--- src/cau_pkg.sv ---
`timescale 1ns / 1ps
`default_nettype none
// ----------------------------------------------------------------------------
// cau_pkg
// Shared types, operation codes and a width helper for the complex ALU.
// ----------------------------------------------------------------------------
package cau_pkg;

  localparam int WORD_BITS_DEF = 16;
  localparam int FRAC_BITS_DEF = 8;
  localparam int FUNC_BITS     = 3;

  typedef enum logic [FUNC_BITS-1:0] {
    FN_ADD  = 3'd0,
    FN_SUB  = 3'd1,
    FN_MUL  = 3'd2,
    FN_DIV  = 3'd3,
    FN_DIST = 3'd4
  } cau_func_t;

  // control group that rides along with every request
  typedef struct packed {
    logic [FUNC_BITS-1:0] func;
    logic                 neg_r;
    logic                 neg_i;
    logic                 dsat_r;   // quotient certainly out of range
    logic                 dsat_i;
    logic                 dz;       // divide with zero divisor
  } cau_ctrl_t;

  // width of the division remainder: holds n << frac and d << (word + 1)
  function automatic int cau_rem_bits(input int w, input int f);
    int a;
    int b;
    a = 2 * w + 2 + f;
    b = 3 * w + 2;
    return (a > b) ? a : b;
  endfunction

endpackage
`default_nettype wire

--- src/cau_if.sv ---
`timescale 1ns / 1ps
`default_nettype none


interface cau_res_if #(
  parameter int WORD_BITS = cau_pkg::WORD_BITS_DEF
);
  logic                        valid;
  logic                        ready;
  logic signed [WORD_BITS-1:0] res_real;
  logic signed [WORD_BITS-1:0] res_imag;
  logic                        overflow;
  logic                        div_zero;

  modport source (output valid, res_real, res_imag, overflow, div_zero, input ready);
  modport sink   (input valid, res_real, res_imag, overflow, div_zero, output ready);
endinterface
`default_nettype wire

--- src/cau_back.sv ---
`timescale 1ns / 1ps
`default_nettype none
// ----------------------------------------------------------------------------
// cau_back
// Result selection, saturation to the word range and the output register.
// ----------------------------------------------------------------------------
module cau_back #(
  parameter int WORD_BITS = cau_pkg::WORD_BITS_DEF,
  parameter int FRAC_BITS = cau_pkg::FRAC_BITS_DEF
) (
  input  logic                 clk,
  input  logic                 rst,
  input  logic                 in_valid,
  output logic                 in_ready,
  input  cau_pkg::cau_ctrl_t   in_ctrl,
  input  logic [2*WORD_BITS:0] in_mag_r,
  input  logic [2*WORD_BITS:0] in_mag_i,
  input  logic [WORD_BITS:0]   in_q_r,
  input  logic [WORD_BITS:0]   in_q_i,
  input  logic [WORD_BITS:0]   in_root,
  cau_res_if.source            res
);
  import cau_pkg::*;

  localparam int W  = WORD_BITS;
  localparam int F  = FRAC_BITS;
  localparam int PW = 2 * W + 2;

  // returns {saturated, word}
  function automatic logic [W:0] pack_part(input logic neg, input logic [PW-1:0] mag);
    logic [PW-1:0] lim;
    logic [PW-1:0] m;
    logic          o;
    lim = neg ? (PW'(1) << (W - 1)) : ((PW'(1) << (W - 1)) - PW'(1));
    o   = mag > lim;
    m   = o ? lim : mag;
    return {o, (neg ? -m[W-1:0] : m[W-1:0])};
  endfunction

  logic [PW-1:0] mr, mi;
  logic          nr, ni;
  logic [W:0]    pr, pi;
  logic [W-1:0]  rr_next, ri_next;
  logic          ovf_next;

  assign in_ready = !res.valid || res.ready;

  always_comb begin
    mr = '0;
    mi = '0;
    nr = in_ctrl.neg_r;
    ni = in_ctrl.neg_i;
    case (in_ctrl.func)
      FN_ADD, FN_SUB: begin
        mr = PW'(in_mag_r);
        mi = PW'(in_mag_i);
      end
      FN_MUL: begin
        mr = PW'(in_mag_r >> F);
        mi = PW'(in_mag_i >> F);
      end
      FN_DIV: begin
        mr = in_ctrl.dsat_r ? (PW'(1) << W) : PW'(in_q_r);
        mi = in_ctrl.dsat_i ? (PW'(1) << W) : PW'(in_q_i);
      end
      FN_DIST: begin
        mr = PW'(in_root);
        nr = 1'b0;
        ni = 1'b0;
      end
      default: begin
        mr = '0;
        mi = '0;
      end
    endcase
    pr = pack_part(nr, mr);
    pi = pack_part(ni, mi);
    if (in_ctrl.dz) begin
      rr_next  = '0;
      ri_next  = '0;
      ovf_next = 1'b0;
    end else begin
      rr_next  = pr[W-1:0];
      ri_next  = pi[W-1:0];
      ovf_next = pr[W] | pi[W];
    end
  end

  always_ff @(posedge clk) begin
    if (rst) begin
      res.valid <= 1'b0;
    end else if (in_ready) begin
      res.valid <= in_valid;
    end
    if (in_ready && in_valid) begin
      res.res_real <= rr_next;
      res.res_imag <= ri_next;
      res.overflow <= ovf_next;
      res.div_zero <= in_ctrl.dz;
    end
  end

endmodule
`default_nettype wire

--- src/flat_wrapper.sv ---
// flat-port wrapper written by rule: the top's interface ports become plain ports
module cau_back_flat import cau_pkg::*;
#(
  parameter int WORD_BITS = cau_pkg::WORD_BITS_DEF,
  parameter int FRAC_BITS = cau_pkg::FRAC_BITS_DEF
)
  (clk, rst, in_valid, in_ready, in_ctrl, in_mag_r, in_mag_i, in_q_r, in_q_i, in_root, res_valid, res_res_real, res_res_imag, res_overflow, res_div_zero, res_ready);
  cau_res_if #(.WORD_BITS(WORD_BITS)) res_i ();
  input  logic clk;
  input  logic rst;
  input  logic in_valid;
  output logic in_ready;
  input  cau_pkg::cau_ctrl_t in_ctrl;
  input  logic [2*WORD_BITS:0] in_mag_r;
  input  logic [2*WORD_BITS:0] in_mag_i;
  input  logic [WORD_BITS:0] in_q_r;
  input  logic [WORD_BITS:0] in_q_i;
  input  logic [WORD_BITS:0] in_root;
  output wire logic [$bits(res_i.valid)-1:0] res_valid;
  output wire logic [$bits(res_i.res_real)-1:0] res_res_real;
  output wire logic [$bits(res_i.res_imag)-1:0] res_res_imag;
  output wire logic [$bits(res_i.overflow)-1:0] res_overflow;
  output wire logic [$bits(res_i.div_zero)-1:0] res_div_zero;
  input wire logic [$bits(res_i.ready)-1:0] res_ready;
  assign res_valid = res_i.valid;
  assign res_res_real = res_i.res_real;
  assign res_res_imag = res_i.res_imag;
  assign res_overflow = res_i.overflow;
  assign res_div_zero = res_i.div_zero;
  assign res_i.ready = res_ready;
  cau_back #(.WORD_BITS(WORD_BITS), .FRAC_BITS(FRAC_BITS)) u_core (.clk(clk), .rst(rst), .in_valid(in_valid), .in_ready(in_ready), .in_ctrl(in_ctrl), .in_mag_r(in_mag_r), .in_mag_i(in_mag_i), .in_q_r(in_q_r), .in_q_i(in_q_i), .in_root(in_root), .res(res_i));
endmodule
--- config.mk ---
export PLATFORM = sky130hd
export DESIGN_NAME = cau_back_flat
export DESIGN_NICKNAME = d
export VERILOG_FILES = /design/src/cau_pkg.sv /design/src/cau_if.sv /design/src/cau_back.sv /design/src/flat_wrapper.sv
export SDC_FILE = /design/constraint.sdc
export NUM_CORES = 1
export LEC_CHECK = 0
export ABC_AREA = 1
export BUFFER_PORTS_ARGS = -buffer_cell sky130_fd_sc_hd__buf_2
export CAP_MARGIN = 20
export CORE_MARGIN = 1.5
export CORE_UTILIZATION = 35
export CTS_BUF_LIST = sky130_fd_sc_hd__clkbuf_4
export CTS_CLUSTER_SIZE = 14
export DETAILED_ROUTE_END_ITERATION = 8
export PLACE_DENSITY = 0.7
export SLEW_MARGIN = 10
export SYNTH_ARGS = -nofsm -noshare
export SYNTH_HDL_FRONTEND = slang
export SYNTH_SLANG_ARGS = --single-unit
--- constraint.sdc ---
create_clock -name clk -period 6.9 [get_ports clk]
set_input_delay 1.38 -clock clk [delete_from_list [all_inputs] [get_ports clk]]
set_output_delay 1.38 -clock clk [all_outputs]
set_load 0.05 [all_outputs]
**Word-level counts from Yosys, hierarchy flattened**

Index checks and enable logic that the tools add are counted.

- Bits in registers: 35
- Input bits: 129
- Output and inout port bits: 36
- Word-level logic and storage cells: 31

- $add $sub $neg: 2
- Order comparisons: 2
- Equality and inequality tests: 4
- Muxes and demuxes: 12
- Bitwise gates (word level): 1
- Reductions and logical operators: 5

Operator list:

| kind | count |
|---|---|
| case mux 33 bit (4 select lines) | 1 |
| case mux 33 bit (3 select lines) | 1 |
| 2-to-1 mux 16 bit | 6 |
| greater-than comparator 33 x 16 -> 1 bit | 2 |
| 2-to-1 mux 17 bit | 2 |
| negation 16 bit | 2 |
| equality test 3 x 2 -> 1 bit, second input constant | 2 |
| equality test 3 x 1 -> 1 bit, second input constant | 1 |
| equality test 3 bit, second input constant | 1 |
| zero test 3 bit | 1 |
| 2-to-1 mux 1 bit | 2 |
| OR reduction 2 bit | 1 |
| logical AND 1 bit | 1 |
| zero test 1 bit | 1 |
| logical OR 1 bit | 1 |
| bitwise OR 1 bit | 1 |

**Logic depth before layout (Yosys ltp)**

Gate-level depths: netlist (run 1).

- Depth in word-level cells: 7
- Depth in mapped cells: 33

**Worst setup path after synthesis (run 1)**

No wires, ideal clock.

- Path kind: input-to-reg
- Start point: input in_ctrl[5] (netlist bit)
- End point: register u_core.res.res_imag[12] (data pin)
- Library setup time: 0.255 ns
- Arrival: 5.110 ns
- Data required time: 6.645 ns
- Path slack: 1.535 ns
- Stages: 29
- Cells stage by stage: buf_2 nor3_2 inv_1 nand2_1 inv_1 clkbuf_1 ha_1 nand2_1 nor2_1 nand3b_1 nand3_1 nand2_1 nand2_1 nand2_1 nand2_1 nand2_1 nand2_1 nand2_2 buf_4 buf_2 a21boi_1 ha_1 inv_1 a21oi_2 nand3_1 nand2_1 nand2_1 o21ai_1 nor2_1

- Word-level cells in the longest chain between the ends: 7
- Elaborated cells on any way between the ends: 13
- Those cells by class: add/sub: 1; order compare: 1; eq/ne: 4; mux: 5; reduce/logical: 2

RTL lines:

| element | RTL line | RTL |
|---|---|---|
| start, declared | flat_wrapper.sv:13 | `input cau_pkg::cau_ctrl_t in_ctrl;` |
| equality test 3 x 1 -> 1 bit, or another cell as far along | cau_back.sv:53 | `case (in_ctrl.func)` |
| OR reduction 2 bit or 2-to-1 mux 1 bit (tied branches) | cau_back.sv:53 |  |
| case mux 33 bit (3 select lines) or 2-to-1 mux 16 bit (tied branches) | cau_back.sv:53, cau_back.sv:34 |  |
| greater-than comparator 33 x 16 -> 1 bit | cau_back.sv:35 | `o = mag > lim;` |
| 2-to-1 mux 16 bit | cau_back.sv:36 | `m = o ? lim : mag;` |
| negation 16 bit | cau_back.sv:37 | `return {o, (neg ? -m[W-1:0] : m[W-1:0])};` |
| 2-to-1 mux 16 bit (*) | cau_back.sv:37 |  |
| end signal, assigned | cau_back.sv:97 | `res.res_imag <= ri_next;` |
| end, declared | cau_if.sv:15 | `modport source (output valid, res_real, res_imag, overflow, div_zero, input ready);` |

Every way passes the cells marked *; elsewhere a longest branch is shown, timed or not.
A chain may end at the register's enable or synchronous reset.

**Worst setup path in the final report (run 1)**

Ends and elaborated chain as after synthesis.

==> impl_metrics.ini, run 1 <==
[run_status]
status = finished, final reports clean

[yosys]
yosysWarnings = 0
seq_area_frac_synth_pct = 25.2
syn_inst = 641
synth_cell_type_count = 46
synth-seq-cells = 35
synth_area_leaders = edfxtp_1 25%, nand2_1 19%, ha_1 10%, nor2_1 6.4%, nand3_1 5.1%
synth_top_cell_by_area = edfxtp_1
synth_area_per_cell_um2 = 6.45
synth_fp_nets = 804
synth_top_area_share_pct = 24.7
synth_area_mm2 = 0.00413

[critical_path]
critical_path_buf_inv_count = 5
critical_path.startpoint_type = input pin
path_cells = buf_2 > nor3_2 > buf_4 > inv_1 > nand2_1 > inv_1 > ha_1 > nand2_1 > nor2_1 > nand4_1 > nor4_1 > nand4_1 > nand3_1 > a21boi_1 > ha_1 > inv_1 > a21oi_2 > nand3_1 > nand2_1 > nand2_1 > o21ai_1 > nor2_1
crit_top_cell = nand2_1
rrSetupSlack_ns = 5.72
critPathMaxFanout = 30
slowest_stage = ha_1
cp.required_ns = 7.00
endpoint_kind = flip-flop
worst_ep_arrival_time_ns = 5.59
cp_top_family = simple AND/OR/NAND/NOR gates
path_class = in -> reg
max_stage_delay_ns = 0.49

[place]
dp_slack_ns = 1.03
dpl.hpwl_mm = 10.5
gp_congestion = 0.886
placed_area_mm2 = 0.00509
port_buffers = 164
dp_cells = 933

[finish]
final_layout_size_suffix_gt1_share_pct = 25.5
finalInstanceArea_mm2 = 0.00516
n_antenna_cell = 0
nets = 961
area_growth_pct = 25.0
layout_commonest_cell = nand2_1
instances_no_fill = 942
final_cell_mix = 211 x nand2_1, 164 x buf_2, 70 x nor2_1

[clock_network]
clock_path_buffers = 2
ctsHoldBuffers = 0
clkSlewWorstSetupHoldPaths_ns = 0.10
htreeDepth = 2
tritoncts = done
clock_latency_ns = 0.34
ctsResizeCount = 0
cts_made_buffers = 5
clock-sinks = 35
postCtsSetupBuffers = 0
clock-root-buffer = clkbuf_4

[routing]
drc = 0
postRouteAntennaNets = 0
dr.pass1.iters = 5
via_per_inst = 5.14
routed_wl_mm = 12.7
wl_per_cell_um = 13.5
drt_iter0_markers = 300
vias = 4845

[min_path]
hp-class = reg -> reg

[timing]
finalWorstSetupSlack_ns = 1.41
tns_ns = 0
final.hold.worst_slack_ns = 0.533
finalCritPeriodShare_pct = 79.5
grt_setup_unrepaired = false
finClkSkew_ns = 0.00522
finalHoldViolCount = 0
setup_viol_count_final = 0
fmax_mhz = 182
period_needed_ns = 5.49
relSlewSlack_pct = 39.2
report.final.slew_viol_count = 0
tightest_slew_ns = 0.912

[job]
drv_cap = 0

[global_route]
grt_pass1_vias = 4310
antenna_found_initial = 0
track_usage_pct = 19.7
gr-total-overflow = 0
grt_pass1_wl_mm = 20.4
grt_max_degree = 35

[die]
die_h_um = 112
rows = 39
die_w_um = 112
dieArea_mm2 = 0.0125
coreArea_mm2 = 0.0115
ios = 165
start_util_pct = 36.0

[pwr]
p_leak_uw = 0.00271
power_density_mw_per_mm2 = 145
ir_drop_v = 0.000117
[per-layer routing]
layer / global-route usage (%) / share of wire, % / wire length, µm
met4: 5.15 / 1.1 / 139
met1: 29.6 / 51 / 6410
met2: 29.7 / 42 / 5270
met5: 0 / 0 / 0
met3: 2.56 / 6.7 / 852
[worst min-delay path, cell delays in order, from the launching register on]
cell	delay (ns)
dfxtp_1	0.36
nand2_1	0.09
a21oi_1	0.06
[metrics by stage]
step	utilization, %	total power, µW
6_report	45.0	747
3_5_place_dp	44.4	638
4_1_cts	44.9	751
2_1_floorplan	-	533
5_1_grt	45.0	802
3_3_place_gp	44.4	636
[cells by family (layout without fill, tap and decap cells)]
logic type	count (synthesis)	count (layout)	synth area share, %
buf+inv	81	239	8.05
flops	35	35	25.2
simple gates	366	366	37.6
fa+ha+maj	34	34	10.3
compound gates	125	125	18.8
[state kept, by name (all words and copies together) (netlist names)]
signal               flops
u_core.res.res_real     16
u_core.res.div_zero      1
u_core.res.res_imag     16
u_core.res.valid         1
u_core.res.overflow      1
[synth_stat cells (all sizes together)]
master and count:
o211a 2, buf 13, nand2 218, ha 34, a21boi 1, or2 1, a21oi 35, a21o 1
nor4b 1, o21a 3, nor2 74, o2111ai 1, nand4 11, a221oi 2, nor3 11, o311ai 1
o221ai 2, a31oi 7, nor4 1, and2 1, o21ai 34, clkbuf 9, nand3 43, o21bai 1
clkinv 1, o22ai 2, dfxtp 1, a22oi 20, and3 1, edfxtp 34, inv 58, o31ai 2
o211ai 11, nand3b 4
[final timing paths]
path | cells past startpoint | endpoint | startpoint
max reg2reg | 2 | u_core.res.res_real[14] | u_core.res.valid
min reg2reg | 2 | u_core.res.valid | u_core.res.valid
max | 22 | u_core.res.res_imag[12] | in_ctrl[5]
min | 2 | u_core.res.valid | u_core.res.valid
[cell type report]
cell class	instances	area (µm²)
timing repair buffer	172	893
tap	143	179
inverter	59	221
sequential	35	1040
clock inverter	1	5.00
multi-input combinational	525	2770
fill	1237	6300
clock buffer	7	52.6
[power by group]
part           total (µW)  internal (µW)  switching, µW
logic                 374            120            254
clock network         111           47.5           63.9
registers             262            258           4.22
total                 747            425            322
Note: power is estimated with default switching activity, not from simulation.
==> inputs of run 2 (changes only) <==
Clock period 6.9 ns to 5.45 ns, I/O delays scaled along.
==> impl_metrics.ini, run 2 (synthesis gave the netlist of run 1 again) <==
[die]
dieArea_mm2 = 0.0125
die_h_um = 112
die_w_um = 112
rows = 39
ios = 165
start_util_pct = 36.0
coreArea_mm2 = 0.0115

[timing]
final.hold.worst_slack_ns = 0.543
setup_viol_count_final = 0
finalHoldViolCount = 0
grt_setup_unrepaired = false
tns_ns = 0
report.final.slew_viol_count = 0
fmax_mhz = 213
finClkSkew_ns = 0.00407
finalCritPeriodShare_pct = 86.1
relSlewSlack_pct = 45.6
tightest_slew_ns = 0.815
period_needed_ns = 4.69

[routing]
via_per_inst = 5.19
wl_per_cell_um = 13.6
wl_met3_um = 785
routed_wl_mm = 12.9
postRouteAntennaNets = 0
top_layer_used = met4
wl_met2_mm = 5.36
dr.pass1.iters = 5
wl_met1_mm = 6.52
vias = 4913
drt_iter0_markers = 295
drc = 0

[finish]
fin_util_pct = 45.6
nets = 966
reg.largest.list = u_core.res.res_imag: 16 flops, u_core.res.res_real: 16 flops
final_cell_mix = 211 x nand2_1, 164 x buf_2, 70 x nor2_1
layout.area.seq_mm2 = 0.00104
n_antenna_cell = 0
multi_input_area_mm2 = 0.00277
layout_commonest_cell = nand2_1
final_layout_size_suffix_gt1_share_pct = 25.9
num-fill-cells = 1235
area_growth_pct = 26.5

[critical_path]
rr_startpoint = u_core.res.valid
endpoint_kind = flip-flop
worst_ep_arrival_time_ns = 4.80
reg2reg_to = u_core.res.res_imag[14]
path_class = in -> reg
critPathMaxFanout = 20
rrSetupSlack_ns = 4.08
critical_path.startpoint_type = input pin
cp-startpoint = in_ctrl[5]
r2r_cells = 2
cp.required_ns = 5.55

[min_path]
whs_path_depth = 2
hp-class = reg -> reg
hp-start = u_core.res.valid
hold_end = u_core.res.valid

[clock_network]
postCtsSetupBuffers = 0
tritoncts = done
ctsHoldBuffers = 0
cts_made_buffers = 5
clock-root-buffer = clkbuf_4
clock-sinks = 35
ctsResizeCount = 0
clock_latency_ns = 0.34
clkSlewWorstSetupHoldPaths_ns = 0.11
htreeDepth = 2
clock_path_buffers = 2

[global_route]
grt_pass1_wl_mm = 20.8
antenna_found_initial = 0
grt_max_degree = 35
track_usage_pct = 19.9
grt_pass1_vias = 4310
gr-total-overflow = 0

[pwr]
pwr-share-comb_pct = 48.2
ir_drop_v = 0.000145
p_int_uw = 577
total_power_uw = 994
p_leak_uw = 0.00275
clkPwrFrac_pct = 18.4
power_density_mw_per_mm2 = 190
p_switching_uw = 417
pwr-share-seq_pct = 33.4
switching_share_pct = 41.9

[run_status]
status = finished, final reports clean

[place]
port_buffers = 164
gp_congestion = 0.939
dpl.hpwl_mm = 10.7

[job]
drv_cap = 0
[run 2: area by class of cell]
type | count | share of cell area [%]
tap | 143 | 3.42
multi-input combinational | 525 | 53.0
timing repair buffer | 177 | 17.9
clock buffer | 5 | 0.718
sequential | 35 | 19.9
inverter | 59 | 4.24
clock inverter | 3 | 0.742
[run 2: per-layer routing]
metal | vias to the layer above | GRT usage (%)
met4 | 0 | 4.98
met3 | 21 | 1.91
met2 | 193 | 29.7
met5 | - | 0
met1 | 2185 | 30.6
li1 | 2514 | -
[run 2: metrics by stage]
step | std cells | area (µm²) | setup slack, ns
2_1_floorplan | 641 | 4130 | 0.375
3_3_place_gp | 938 | 5120 | 0.552
3_5_place_dp | 938 | 5120 | 0.402
4_1_cts | 946 | 5200 | 0.775
5_1_grt | 947 | 5230 | 0.217
6_report | 947 | 5230 | 0.756
[run 2: worst max-delay path: stages]
cell and delay, ns:
buf_2 0.16, nor3_2 0.23, inv_1 0.08, nand2_1 0.20, clkinv_1 0.40, buf_4 0.35, ha_1 0.31, nand2_1 0.08
nor3_1 0.21, nand3b_1 0.10, nor2_1 0.11, nand3_2 0.13, nand3_1 0.13, buf_4 0.22, nand2_1 0.07, inv_1 0.07
ha_1 0.16, nand3_1 0.12, nor2_2 0.14, nand3_1 0.11, nand2_2 0.11, nand3b_1 0.08, nand2_1 0.06, nor2_1 0.05
[run 2: worst max path at each step]
stage / slack [ns] / end / cells after the start
4_1_cts: 0.78 / u_core.res.res_real[14] / 24
5_1_grt: 0.22 / u_core.res.res_real[12] / 28
6_report: 0.76 / u_core.res.res_real[14] / 24
3_3_place_gp: 0.55 / u_core.res.res_real[12] / 24
2_1_floorplan: 0.38 / u_core.res.res_imag[12] / 29
3_5_place_dp: 0.40 / u_core.res.res_real[14] / 24
[run 2: power groups by stage]
| stage | clock, µW | sequential [µW] | combinational (µW) |
|---|---|---|---|
| 3_5_place_dp | 0 | 339 | 474 |
| 6_report | 183 | 332 | 479 |
| 4_1_cts | 188 | 333 | 474 |
| 3_3_place_gp | 0 | 339 | 471 |
| 5_1_grt | 198 | 335 | 532 |
| 2_1_floorplan | 0 | 423 | 251 |
