===== config.mk =====
export PLATFORM = sky130hd
export DESIGN_NAME = cau_cell
export DESIGN_NICKNAME = d
export VERILOG_FILES = /design/src/cau_pkg.sv /design/src/cau_cell.sv
export SDC_FILE = /design/constraint.sdc
export NUM_CORES = 1
export LEC_CHECK = 0
export BUFFER_PORTS_ARGS = -buffer_cell sky130_fd_sc_hd__buf_2
export CAP_MARGIN = 0
export CORE_AREA = 5 5 240 242
export CTS_CLUSTER_DIAMETER = 150
export DETAILED_ROUTE_END_ITERATION = 8
export DIE_AREA = 0 0 245 247
export PLACE_DENSITY = 0.58
export SYNTH_ARGS = -nofsm -noshare
export SYNTH_HDL_FRONTEND = slang
export SYNTH_SLANG_ARGS = --single-unit

===== constraint.sdc =====
create_clock -name clk -period 17.2 [get_ports clk]
set_clock_uncertainty 0.2 [all_clocks]
set_input_delay 1.72 -clock clk [delete_from_list [all_inputs] [get_ports clk]]
set_output_delay 1.72 -clock clk [all_outputs]
set_load 0.05 [all_outputs]

===== src/cau_pkg.sv =====
`timescale 1ns / 1ps
`default_nettype none
// ----------------------------------------------------------------------------
// cau_pkg
// Shared types, operation codes and a width helper for the complex ALU.
// ----------------------------------------------------------------------------
package cau_pkg;

  localparam int WORD_BITS_DEF = 16;
  localparam int FRAC_BITS_DEF = 8;
  localparam int FUNC_BITS     = 3;

  typedef enum logic [FUNC_BITS-1:0] {
    FN_ADD  = 3'd0,
    FN_SUB  = 3'd1,
    FN_MUL  = 3'd2,
    FN_DIV  = 3'd3,
    FN_DIST = 3'd4
  } cau_func_t;

  // control group that rides along with every request
  typedef struct packed {
    logic [FUNC_BITS-1:0] func;
    logic                 neg_r;
    logic                 neg_i;
    logic                 dsat_r;   // quotient certainly out of range
    logic                 dsat_i;
    logic                 dz;       // divide with zero divisor
  } cau_ctrl_t;

  // width of the division remainder: holds n << frac and d << (word + 1)
  function automatic int cau_rem_bits(input int w, input int f);
    int a;
    int b;
    a = 2 * w + 2 + f;
    b = 3 * w + 2;
    return (a > b) ? a : b;
  endfunction

endpackage
`default_nettype wire


===== src/cau_cell.sv =====
`timescale 1ns / 1ps
`default_nettype none
// ----------------------------------------------------------------------------
// cau_cell
// One cell of the chain: one restoring quotient bit for each of the real
// and imaginary quotients and one root bit of the distance square root.
// ----------------------------------------------------------------------------
module cau_cell #(
  parameter int WORD_BITS = cau_pkg::WORD_BITS_DEF,
  parameter int FRAC_BITS = cau_pkg::FRAC_BITS_DEF,
  parameter int SHIFT     = 0
) (
  input  logic                     clk,
  input  logic                     rst,
  input  logic                     in_valid,
  output logic                     in_ready,
  input  cau_pkg::cau_ctrl_t       in_ctrl,
  input  logic [2*WORD_BITS:0]     in_mag_r,
  input  logic [2*WORD_BITS:0]     in_mag_i,
  input  logic [cau_pkg::cau_rem_bits(WORD_BITS, FRAC_BITS)-1:0] in_rem_r,
  input  logic [cau_pkg::cau_rem_bits(WORD_BITS, FRAC_BITS)-1:0] in_rem_i,
  input  logic [2*WORD_BITS:0]     in_d,
  input  logic [2*WORD_BITS+1:0]   in_rad,
  input  logic [WORD_BITS:0]       in_q_r,
  input  logic [WORD_BITS:0]       in_q_i,
  input  logic [WORD_BITS:0]       in_root,
  input  logic [WORD_BITS+3:0]     in_sq_rem,
  output logic                     out_valid,
  input  logic                     out_ready,
  output cau_pkg::cau_ctrl_t       out_ctrl,
  output logic [2*WORD_BITS:0]     out_mag_r,
  output logic [2*WORD_BITS:0]     out_mag_i,
  output logic [cau_pkg::cau_rem_bits(WORD_BITS, FRAC_BITS)-1:0] out_rem_r,
  output logic [cau_pkg::cau_rem_bits(WORD_BITS, FRAC_BITS)-1:0] out_rem_i,
  output logic [2*WORD_BITS:0]     out_d,
  output logic [2*WORD_BITS+1:0]   out_rad,
  output logic [WORD_BITS:0]       out_q_r,
  output logic [WORD_BITS:0]       out_q_i,
  output logic [WORD_BITS:0]       out_root,
  output logic [WORD_BITS+3:0]     out_sq_rem
);
  import cau_pkg::*;

  localparam int W  = WORD_BITS;
  localparam int RW = cau_rem_bits(WORD_BITS, FRAC_BITS);

  logic [RW-1:0]  dsh;
  logic           ge_r, ge_i, ge_s;
  logic [RW-1:0]  rem_r_next, rem_i_next;
  logic [W+3:0]   rem_t, trial, sq_rem_next;

  assign in_ready = !out_valid || out_ready;

  always_comb begin
    dsh        = RW'(in_d) << SHIFT;
    ge_r       = in_rem_r >= dsh;
    ge_i       = in_rem_i >= dsh;
    rem_r_next = ge_r ? in_rem_r - dsh : in_rem_r;
    rem_i_next = ge_i ? in_rem_i - dsh : in_rem_i;
    // next radicand pair comes in under the partial remainder
    rem_t       = {in_sq_rem[W+1:0], in_rad[2*W+1:2*W]};
    trial       = (W+4)'({in_root, 2'b01});
    ge_s        = rem_t >= trial;
    sq_rem_next = ge_s ? rem_t - trial : rem_t;
  end

  always_ff @(posedge clk) begin
    if (rst) begin
      out_valid <= 1'b0;
    end else if (in_ready) begin
      out_valid <= in_valid;
    end
    if (in_ready && in_valid) begin
      out_ctrl   <= in_ctrl;
      out_mag_r  <= in_mag_r;
      out_mag_i  <= in_mag_i;
      out_rem_r  <= rem_r_next;
      out_rem_i  <= rem_i_next;
      out_d      <= in_d;
      out_rad    <= {in_rad[2*W-1:0], 2'b00};
      out_q_r    <= {in_q_r[W-1:0], ge_r};
      out_q_i    <= {in_q_i[W-1:0], ge_i};
      out_root   <= {in_root[W-1:0], ge_s};
      out_sq_rem <= sq_rem_next;
    end
  end

endmodule
`default_nettype wire


# After elaboration in Yosys (flattened, before gate mapping)
# Index checks and enable logic that the tools add are counted.
# W data, S select, Z words.
dict set report word_totals {
  regBits 311
  input_bits 316
  out_inout_bits 314
  word_cells 29
}
dict set report classes {
  add_sub_neg 3
  n_lt_le_gt_ge 3
  muxes 3
  n_reduce_logical 3
}
# cell n
set op_table {}
lappend op_table {{$ge A50 B33 Y1} 2}
lappend op_table {{$mux W50} 2}
lappend op_table {{$sub A50 B33 Y50} 2}
lappend op_table {{$ge A20 B19 Y1} 1}
lappend op_table {{$mux W20} 1}
lappend op_table {{$sub A20 B19 Y20} 1}
lappend op_table {{$logic_and A1 B1 Y1} 1}
lappend op_table {{$logic_not A1 Y1} 1}
lappend op_table {{$logic_or A1 B1 Y1} 1}

# Logic depth before layout (Yosys ltp)
# Gate-level depths: netlist of run 1.
dict set report depth {
  word_depth 3
  mapped_depth 14
  depth_no_buf 12
}

# Worst setup path after synthesis of run 1
# OpenSTA, ideal clock, no wires.
dict set report synth_timing {
  kind {input port to flip-flop}
  from {input port out_ready}
  to {register out_ctrl[0] in the netlist's numbering, enable pin}
  setup_ns 0.710
  arrival_ns 9.263
  t_required_ns 16.290
  path_slack_ns 7.028
  stages 2
  path_buffers 0
  cell_sequence {nand2b_1 > and2_1}
}
dict set report synth_between {
  elab_chain_len 2
}
# item line_no
set synth_lines {}
lappend synth_lines {{start: declaration} cau_cell.sv:29} ;# input logic out_ready,
lappend synth_lines {{$logic_or A1 B1 Y1} cau_cell.sv:52} ;# assign in_ready = !out_valid || out_ready;
lappend synth_lines {{$logic_and A1 B1 Y1} cau_cell.sv:73} ;# if (in_ready && in_valid) begin
lappend synth_lines {{end signal: assignment} cau_cell.sv:74} ;# out_ctrl <= in_ctrl;
lappend synth_lines {{end: declaration} cau_cell.sv:30} ;# output cau_pkg::cau_ctrl_t out_ctrl,
# No other way between the ends.
# A chain may end at the register's enable or synchronous reset.

# Worst setup path after layout of run 1
dict set report layout_timing {
  from {input port in_d[32]}
  to {register out_rem_i[1] in the netlist's numbering (data pin)}
}
dict set report layout_between {
  elab_chain_len 2
}
# item line_no
set layout_lines {}
lappend layout_lines {{start: declaration} cau_cell.sv:22} ;# input logic [2*WORD_BITS:0] in_d,
lappend layout_lines {{$ge A50 B33 Y1} cau_cell.sv:57} ;# ge_i = in_rem_i >= dsh;
lappend layout_lines {{$mux W50} cau_cell.sv:59} ;# rem_i_next = ge_i ? in_rem_i - dsh : in_rem_i;
lappend layout_lines {{named net rem_i_next[1]} cau_cell.sv:49} ;# logic [RW-1:0] rem_r_next, rem_i_next;
lappend layout_lines {{end signal: assignment} cau_cell.sv:78} ;# out_rem_i <= rem_i_next;
lappend layout_lines {{end: declaration} cau_cell.sv:34} ;# output logic [cau_pkg::cau_rem_bits(WORD_BITS, FRAC_BITS)-1:0] out_rem_i,
# The timed path passes the listed nets, and every way through them passes these cells.

==> results.ini, run 1 <==
[outcome]
run_status = finished clean

[timing]
achievable-frequency_ghz = 0.194
setup_viol_count_final = 0
number_of_endpoints_with_negative_hold_slack_in_the_final_report = 0
fin_worst_hold_slack_ps = 321
fin_setup_tns_ps = 0
period_minus_slack_ps = 5150
slew_of_the_pin_with_the_lowest_slew_margin_ps = 1090
fin_crit_sh = 0.300
rsz0062_at_grt = no
max-slew-margin-rel = 0.274
number_of_max_slew_violations_in_the_final_report = 0

[worst_setup_path]
critical-path-slowest-cell = sky130_fd_sc_hd__or4_1
cell_breakdown_of_the_critical_path = buf_2 -> inv_1 -> ha_1 -> inv_1 -> or3_1 -> or4_1 -> o2111ai_2 -> a21oi_2 -> nor2_4 -> buf_4 -> mux2_2
worst-setup-path-type = input port to flip-flop
startpoint_type = input port
worstPathMaxFanout = 46
cp_num_buf_inv = 4
slowest_delay_ps = 510
critical-path-top-cell-by-count = sky130_fd_sc_hd__inv_1
worst_ep_required_time_ps = 17300
worst_path_dominant_cell_family = simple AND/OR/NAND/NOR gates
critical_path.endpoint_type = flip-flop
worstPathArrival_ps = 5260

[global_routing]
antenna_violations_before_repair = 29
grt_pass1_wl_mm = 84.1
grt_util_all_layers = 0.183
global_route.overflow_total = 0
vias_in_the_first_global_route = 13600
maximum_number_of_pins_on_one_net_before_global_route_repair = 81

[yosys]
synth.ff_latch_count = 311
syn_area_per_cell_um2 = 11.9
synthDistinctLibCells = 75
seq_total_area_yosys = 0.585
post_synth_inst_count = 1341
synth_largest_type_area_fraction = 0.583
synth_top_cells_by_area = sky130_fd_sc_hd__edfxtp_1 (58%), sky130_fd_sc_hd__ha_1 (6.7%), sky130_fd_sc_hd__xnor2_1 (4.2%)
yosys_warnings = 0
netlist_area_before_placement_um2 = 16000
synth_edf_count = 310
synth_common_cells = sky130_fd_sc_hd__edfxtp_1 (310), sky130_fd_sc_hd__a21oi_1 (131), sky130_fd_sc_hd__nor2_1 (107)
synth_top_area_cell = sky130_fd_sc_hd__edfxtp_1
synth.most_common_cell = sky130_fd_sc_hd__edfxtp_1
yosys_most_used_dff = sky130_fd_sc_hd__edfxtp_1
ys_async_sr_fraction = 0

[pwr]
switching_share = 0.325
ir_worst_vdd_v = 0.0000664
cell_internal_pwr_uw = 1620
combPwrFrac = 0.243
p_total_uw = 2400
clockPowerShare = 0.369
static-leakage-power_uw = 0.00910
net-switching-power_uw = 779
seqPwrFrac = 0.388
p_per_area_nw_per_um2 = 113

[clock_network]
ctsHoldBuffers = 0
worst_setup_hold_path_clk_slew_ps = 60
post-cts-setup-buffers = 0
tritoncts_num_sinks = 311
h_tree_depth_reported_by_cts = 2
cts_resized = 0
clk-insertion-delay-late_ps = 550
cts_buffer_depth = 3
numCtsBuffers = 39
tritoncts = yes
cts-root-buf = sky130_fd_sc_hd__clkbuf_16

[route]
route.detailed.vias_per_inst = 4.90
routed_wirelength_mm = 59.2
route.detailed.drc = 0
drt.antenna.violating_nets = 0
post_drt_wl_per_cell_um = 21.7
first_iter_violations = 719
first_pass_iters = 5
dr_total_vias = 13300

[placement]
port_buffers = 623
detailed_place.area_um2 = 19900
place_congestion = 0.903
place.detailed.hpwl_mm = 48.4

[finish]
layout-drive-gt1-share = 0.368
multi_input_area_um2 = 6160
register_area_um2 = 9330
finalInstanceArea_um2 = 21300
area_growth_syn_to_layout_pct = 33.4
final_core_utilization = 0.388
finish.net_count = 2378
num-fill-cells = 5422

[die]
placeable_area_um2 = 54900
fp.dieW_um = 245
io_pins = 630
die_ar_um2 = 60500
start_util = 0.291
placementRows = 86
die_height_um = 247

[flow_run]
max-cap-violations = 0

[worst_hold_path]
timing.hold.worst.class = flip-flop to flip-flop

power by group through the flow:
stage	registers, uW	logic [uW]	clock network, uW
6_report	930	582	885
5_1_grt	935	619	944
4_1_cts	931	586	914
3_5_place_dp	946	584	0
3_3_place_gp	945	580	0
2_1_floorplan	1160	200	0
state kept, by name (all words and copies together) (netlist names):
register and cells:
out_q_r 17, out_q_i 17, out_mag_r 33, out_valid 1, out_rem_r 50, out_ctrl 8
out_mag_i 33, out_d 33, out_rad 32, out_rem_i 50, out_root 17, out_sq_rem 20
metrics by stage:
step | std cells | setup slack (ps)
floorplan | 1342 | 7030
global placement | 2638 | 11410
detailed placement | 2638 | 11400
CTS | 2710 | 12000
global route | 2720 | 11780
finish | 2723 | 12050
path summary, 6_finish.rpt:
path	from	cells past startpoint	slack [ps]	end
min	out_valid	2	320	out_valid
max	in_d[32]	11	12050	out_rem_i[1]
max reg2reg	out_valid	4	14050	out_q_i[1]
min reg2reg	out_valid	2	320	out_valid
layout by cell type, fill, tap and decap left out, drive strengths merged, types with 8 or more instances in the layout:
cell and n:
and2 9, nand2b 9, a31oi 10, o21a 8
inv 89, or3 10, clkinv 12, nor4 12
mux2 18, diode 13, nand3 27, xor2 33
ha 85, edfxtp 310, nand2 86, o21bai 12
a21oi 132, nor2 108, o21ai 61, xnor2 77
nor3 29, buf 631, a21o 36, clkbuf 44
a211oi 12, nand4 31
cell type report:
class	count	area share
diodes	13	0.00153
clock buffers	44	0.0477
clock inverters	28	0.0178
inverters	83	0.0146
multi-input cells	909	0.289
flip-flops and latches	311	0.438
well taps	704	0.0414
repair buffers	631	0.149
metal layers:
layer | part of all wire | global-route usage | up-vias
li1 | - | - | 6321
met3 | 0.066 | 0.0459 | 121
met5 | 0.0015 | 0 | -
met2 | 0.52 | 0.332 | 484
met1 | 0.38 | 0.207 | 6400
met4 | 0.034 | 0.0716 | 14
worst register-to-register path: cells and delay by family, from the launching register on:
family | cells | cell delay [ps]
flops | 1 | 310
buf+inv | 2 | 1590
simple gates | 2 | 590
cells by family (layout without fill, tap and decap cells):
group / Yosys count / count (layout) / synth area share
AND/OR/NAND/NOR: 362 / 362 / 0.113
AO/OA/AOI/OAI: 329 / 329 / 0.129
flip-flops: 311 / 311 / 0.585
buffers and inverters: 122 / 786 / 0.0310
XOR/XNOR: 110 / 110 / 0.0604
adder cells (fa/ha/maj): 87 / 87 / 0.0691
multiplexers: 19 / 19 / 0.0133
other: 1 / 15 / 0.000235
(Power assumes the default switching activity.)
==> inputs of run 2 (changes only) <==
==> constraint.sdc (replaced) <==
create_clock -name clk -period 5.1 [get_ports clk]
set_clock_uncertainty 0.2 [all_clocks]
set_input_delay 0.51 -clock clk [delete_from_list [all_inputs] [get_ports clk]]
set_output_delay 0.51 -clock clk [all_outputs]
set_load 0.05 [all_outputs]
==> results.ini, run 2 (same netlist as run 1, synthesis figures left out) <==
[worst_setup_path]
reg2regPathDepth = 3  ; -1
timing.reg2reg.setup_slack_ps = 2840  ; -11210 ps
worstPathArrival_ps = 4310  ; -950 ps
worst_ep_required_time_ps = 5170  ; -12130 ps
worstPathMaxFanout = 3  ; -93%
slowest_delay_ps = 620  ; +110 ps
critical-path-slowest-cell = sky130_fd_sc_hd__a2111oi_0
worst_path_dominant_cell_family = compound AO/OA/AOI/OAI gates
cell_breakdown_of_the_critical_path = dlygate4sd3_1 -> buf_2 -> ha_1 -> inv_1 -> fa_1 -> a21o_1 -> a221oi_1 -> or2_2 -> a311oi_1 -> a31oi_1 -> a31oi_1 -> a2111oi_0 -> xor2_1
worst-setup-path-type = input port to flip-flop
worst_r2r_startpoint = out_valid
crit-reg2reg-capture = out_q_i[6]
critical-path-top-cell-by-count = sky130_fd_sc_hd__a31oi_1
critical_path.endpoint_type = flip-flop
startpoint_type = input port
cp_num_buf_inv = 3  ; -1

[timing]
number_of_endpoints_with_negative_hold_slack_in_the_final_report = 0  ; unchanged
fin_crit_sh = 0.832
period_minus_slack_ps = 4240
number_of_max_slew_violations_in_the_final_report = 0  ; unchanged
rsz0062_at_grt = no
setup_viol_count_final = 0  ; unchanged
achievable-frequency_ghz = 0.236
fin_worst_hold_slack_ps = 37.7  ; -283 ps
slew_of_the_pin_with_the_lowest_slew_margin_ps = 922  ; -167 ps
fin_setup_tns_ps = 0  ; unchanged
max-slew-margin-rel = 0.385  ; +0.111

[pwr]
p_per_area_nw_per_um2 = 348  ; +210%
static-leakage-power_uw = 0.00991  ; +8.9%
ir_worst_vdd_v = 0.000226  ; +240%

[flow_run]
max-cap-violations = 0  ; unchanged

[finish]
area_growth_syn_to_layout_pct = 45.4
finish.net_count = 2573  ; +8.2%
layout_common_cells = sky130_fd_sc_hd__buf_2 (623), sky130_fd_sc_hd__edfxtp_1 (310), sky130_fd_sc_hd__dlygate4sd3_1 (188), sky130_fd_sc_hd__a21oi_1 (131), sky130_fd_sc_hd__nor2_1 (107)
num-fill-cells = 5215  ; -3.8%
leading_cell_type_in_the_layout_fill_and_taps_excluded = sky130_fd_sc_hd__buf_2
layout-drive-gt1-share = 0.336  ; -0.0315
reg_top3 = out_rem_i (50), out_rem_r (50)

[die]
placeable_area_um2 = 54900  ; unchanged
placementRows = 86  ; unchanged
die_ar_um2 = 60500  ; unchanged
io_pins = 630  ; unchanged
die_height_um = 247  ; unchanged
fp.dieW_um = 245  ; unchanged
start_util = 0.291  ; unchanged

[clock_network]
numCtsBuffers = 39  ; unchanged
post-cts-setup-buffers = 0  ; unchanged
cts_buffer_depth = 3  ; unchanged
tritoncts = yes
clk-insertion-delay-late_ps = 540  ; about the same
ctsHoldBuffers = 188  ; +188
tritoncts_num_sinks = 311  ; unchanged
h_tree_depth_reported_by_cts = 2  ; unchanged
cts-root-buf = sky130_fd_sc_hd__clkbuf_16
cts_resized = 0  ; unchanged
worst_setup_hold_path_clk_slew_ps = 60  ; about the same

[route]
route.detailed.drc = 0  ; unchanged
first_pass_iters = 5  ; unchanged
routed_wirelength_mm = 62.1  ; +5.0%
dr_total_vias = 14100  ; +5.7%
route.detailed.vias_per_inst = 4.83  ; -1.3%
post_drt_wl_per_cell_um = 21.3  ; -2.0%
first_iter_violations = 863  ; +20%
drt.antenna.violating_nets = 0  ; unchanged

[worst_hold_path]
hold_path_startpoint = in_d[17]
worstHoldPathCells = 1  ; -1
min_delay_worst_endpoint = out_d[17]
timing.hold.worst.class = input port to flip-flop

[global_routing]
antenna_violations_before_repair = 36  ; +24%
vias_in_the_first_global_route = 14500  ; +6.9%
grt_pass1_wl_mm = 89.5  ; +6.3%
global_route.overflow_total = 0  ; unchanged
maximum_number_of_pins_on_one_net_before_global_route_repair = 84  ; +3.7%
grt_util_all_layers = 0.194  ; +0.0111

[placement]
place_congestion = 0.880  ; -2.5%
place.detailed.hpwl_mm = 48.7  ; +0.62%
port_buffers = 623  ; unchanged

[outcome]
run_status = finished clean

run 2: cell count changes in the layout (fill, tap and decap cells not counted), sizes merged:
cell / previous run / this run
bufinv: 7 / 5
buf: 631 / 638
inv: 89 / 84
clkinv: 12 / 18
clkinvlp: 3 / 2
diode: 13 / 14
clkbuf: 44 / 45
dlygate4sd3: 0 / 188
run 2: worst max-delay path by stage:
stage,startpoint,endpoint,slack (ps),cells after the start
3_3_place_gp,in_rem_r[0],out_rem_r[48],920,13
3_5_place_dp,in_rem_r[0],out_rem_r[48],900,13
5_1_grt,in_d[0],out_rem_r[48],730,13
4_1_cts,in_d[0],out_rem_r[48],910,13
6_report,in_d[0],out_rem_r[48],860,13
2_1_floorplan,out_ready,out_ctrl[0],1220,2
run 2: layout make-up:
class | instances | area (um2) | area share
inverter | 83 | 312 | 0.0134
tap | 704 | 881 | 0.0380
clock buffer | 45 | 1040 | 0.0449
antenna | 14 | 35.0 | 0.00151
timing repair buffer | 826 | 5160 | 0.223
multi-input combinational | 909 | 6160 | 0.266
clock inverter | 26 | 279 | 0.0120
sequential | 311 | 9330 | 0.402
run 2: per-layer routing:
layer	GRT usage	up-vias	part of all wire
met5	0	-	0.0035
met2	0.357	493	0.52
met4	0.0632	30	0.030
met3	0.0580	122	0.073
met1	0.215	6754	0.38
li1	-	6704	-
run 2: power by group:
part,switching [uW],internal (uW)
Clock,1130,1730
Combinational,1430,654
Sequential,58.1,3080
run 2: metrics by stage:
step | util | total power [uW] | setup WS [ps] | instances | cell area [um2]
finish | 0.423 | 8080 | 858 | 2918 | 23200
global route | 0.423 | 8460 | 728 | 2916 | 23200
CTS | 0.422 | 8190 | 913 | 2904 | 23200
floorplan | - | 4570 | 1220 | 1342 | 16000
global placement | 0.364 | 5150 | 924 | 2645 | 20000
detailed placement | 0.364 | 5170 | 895 | 2645 | 20000
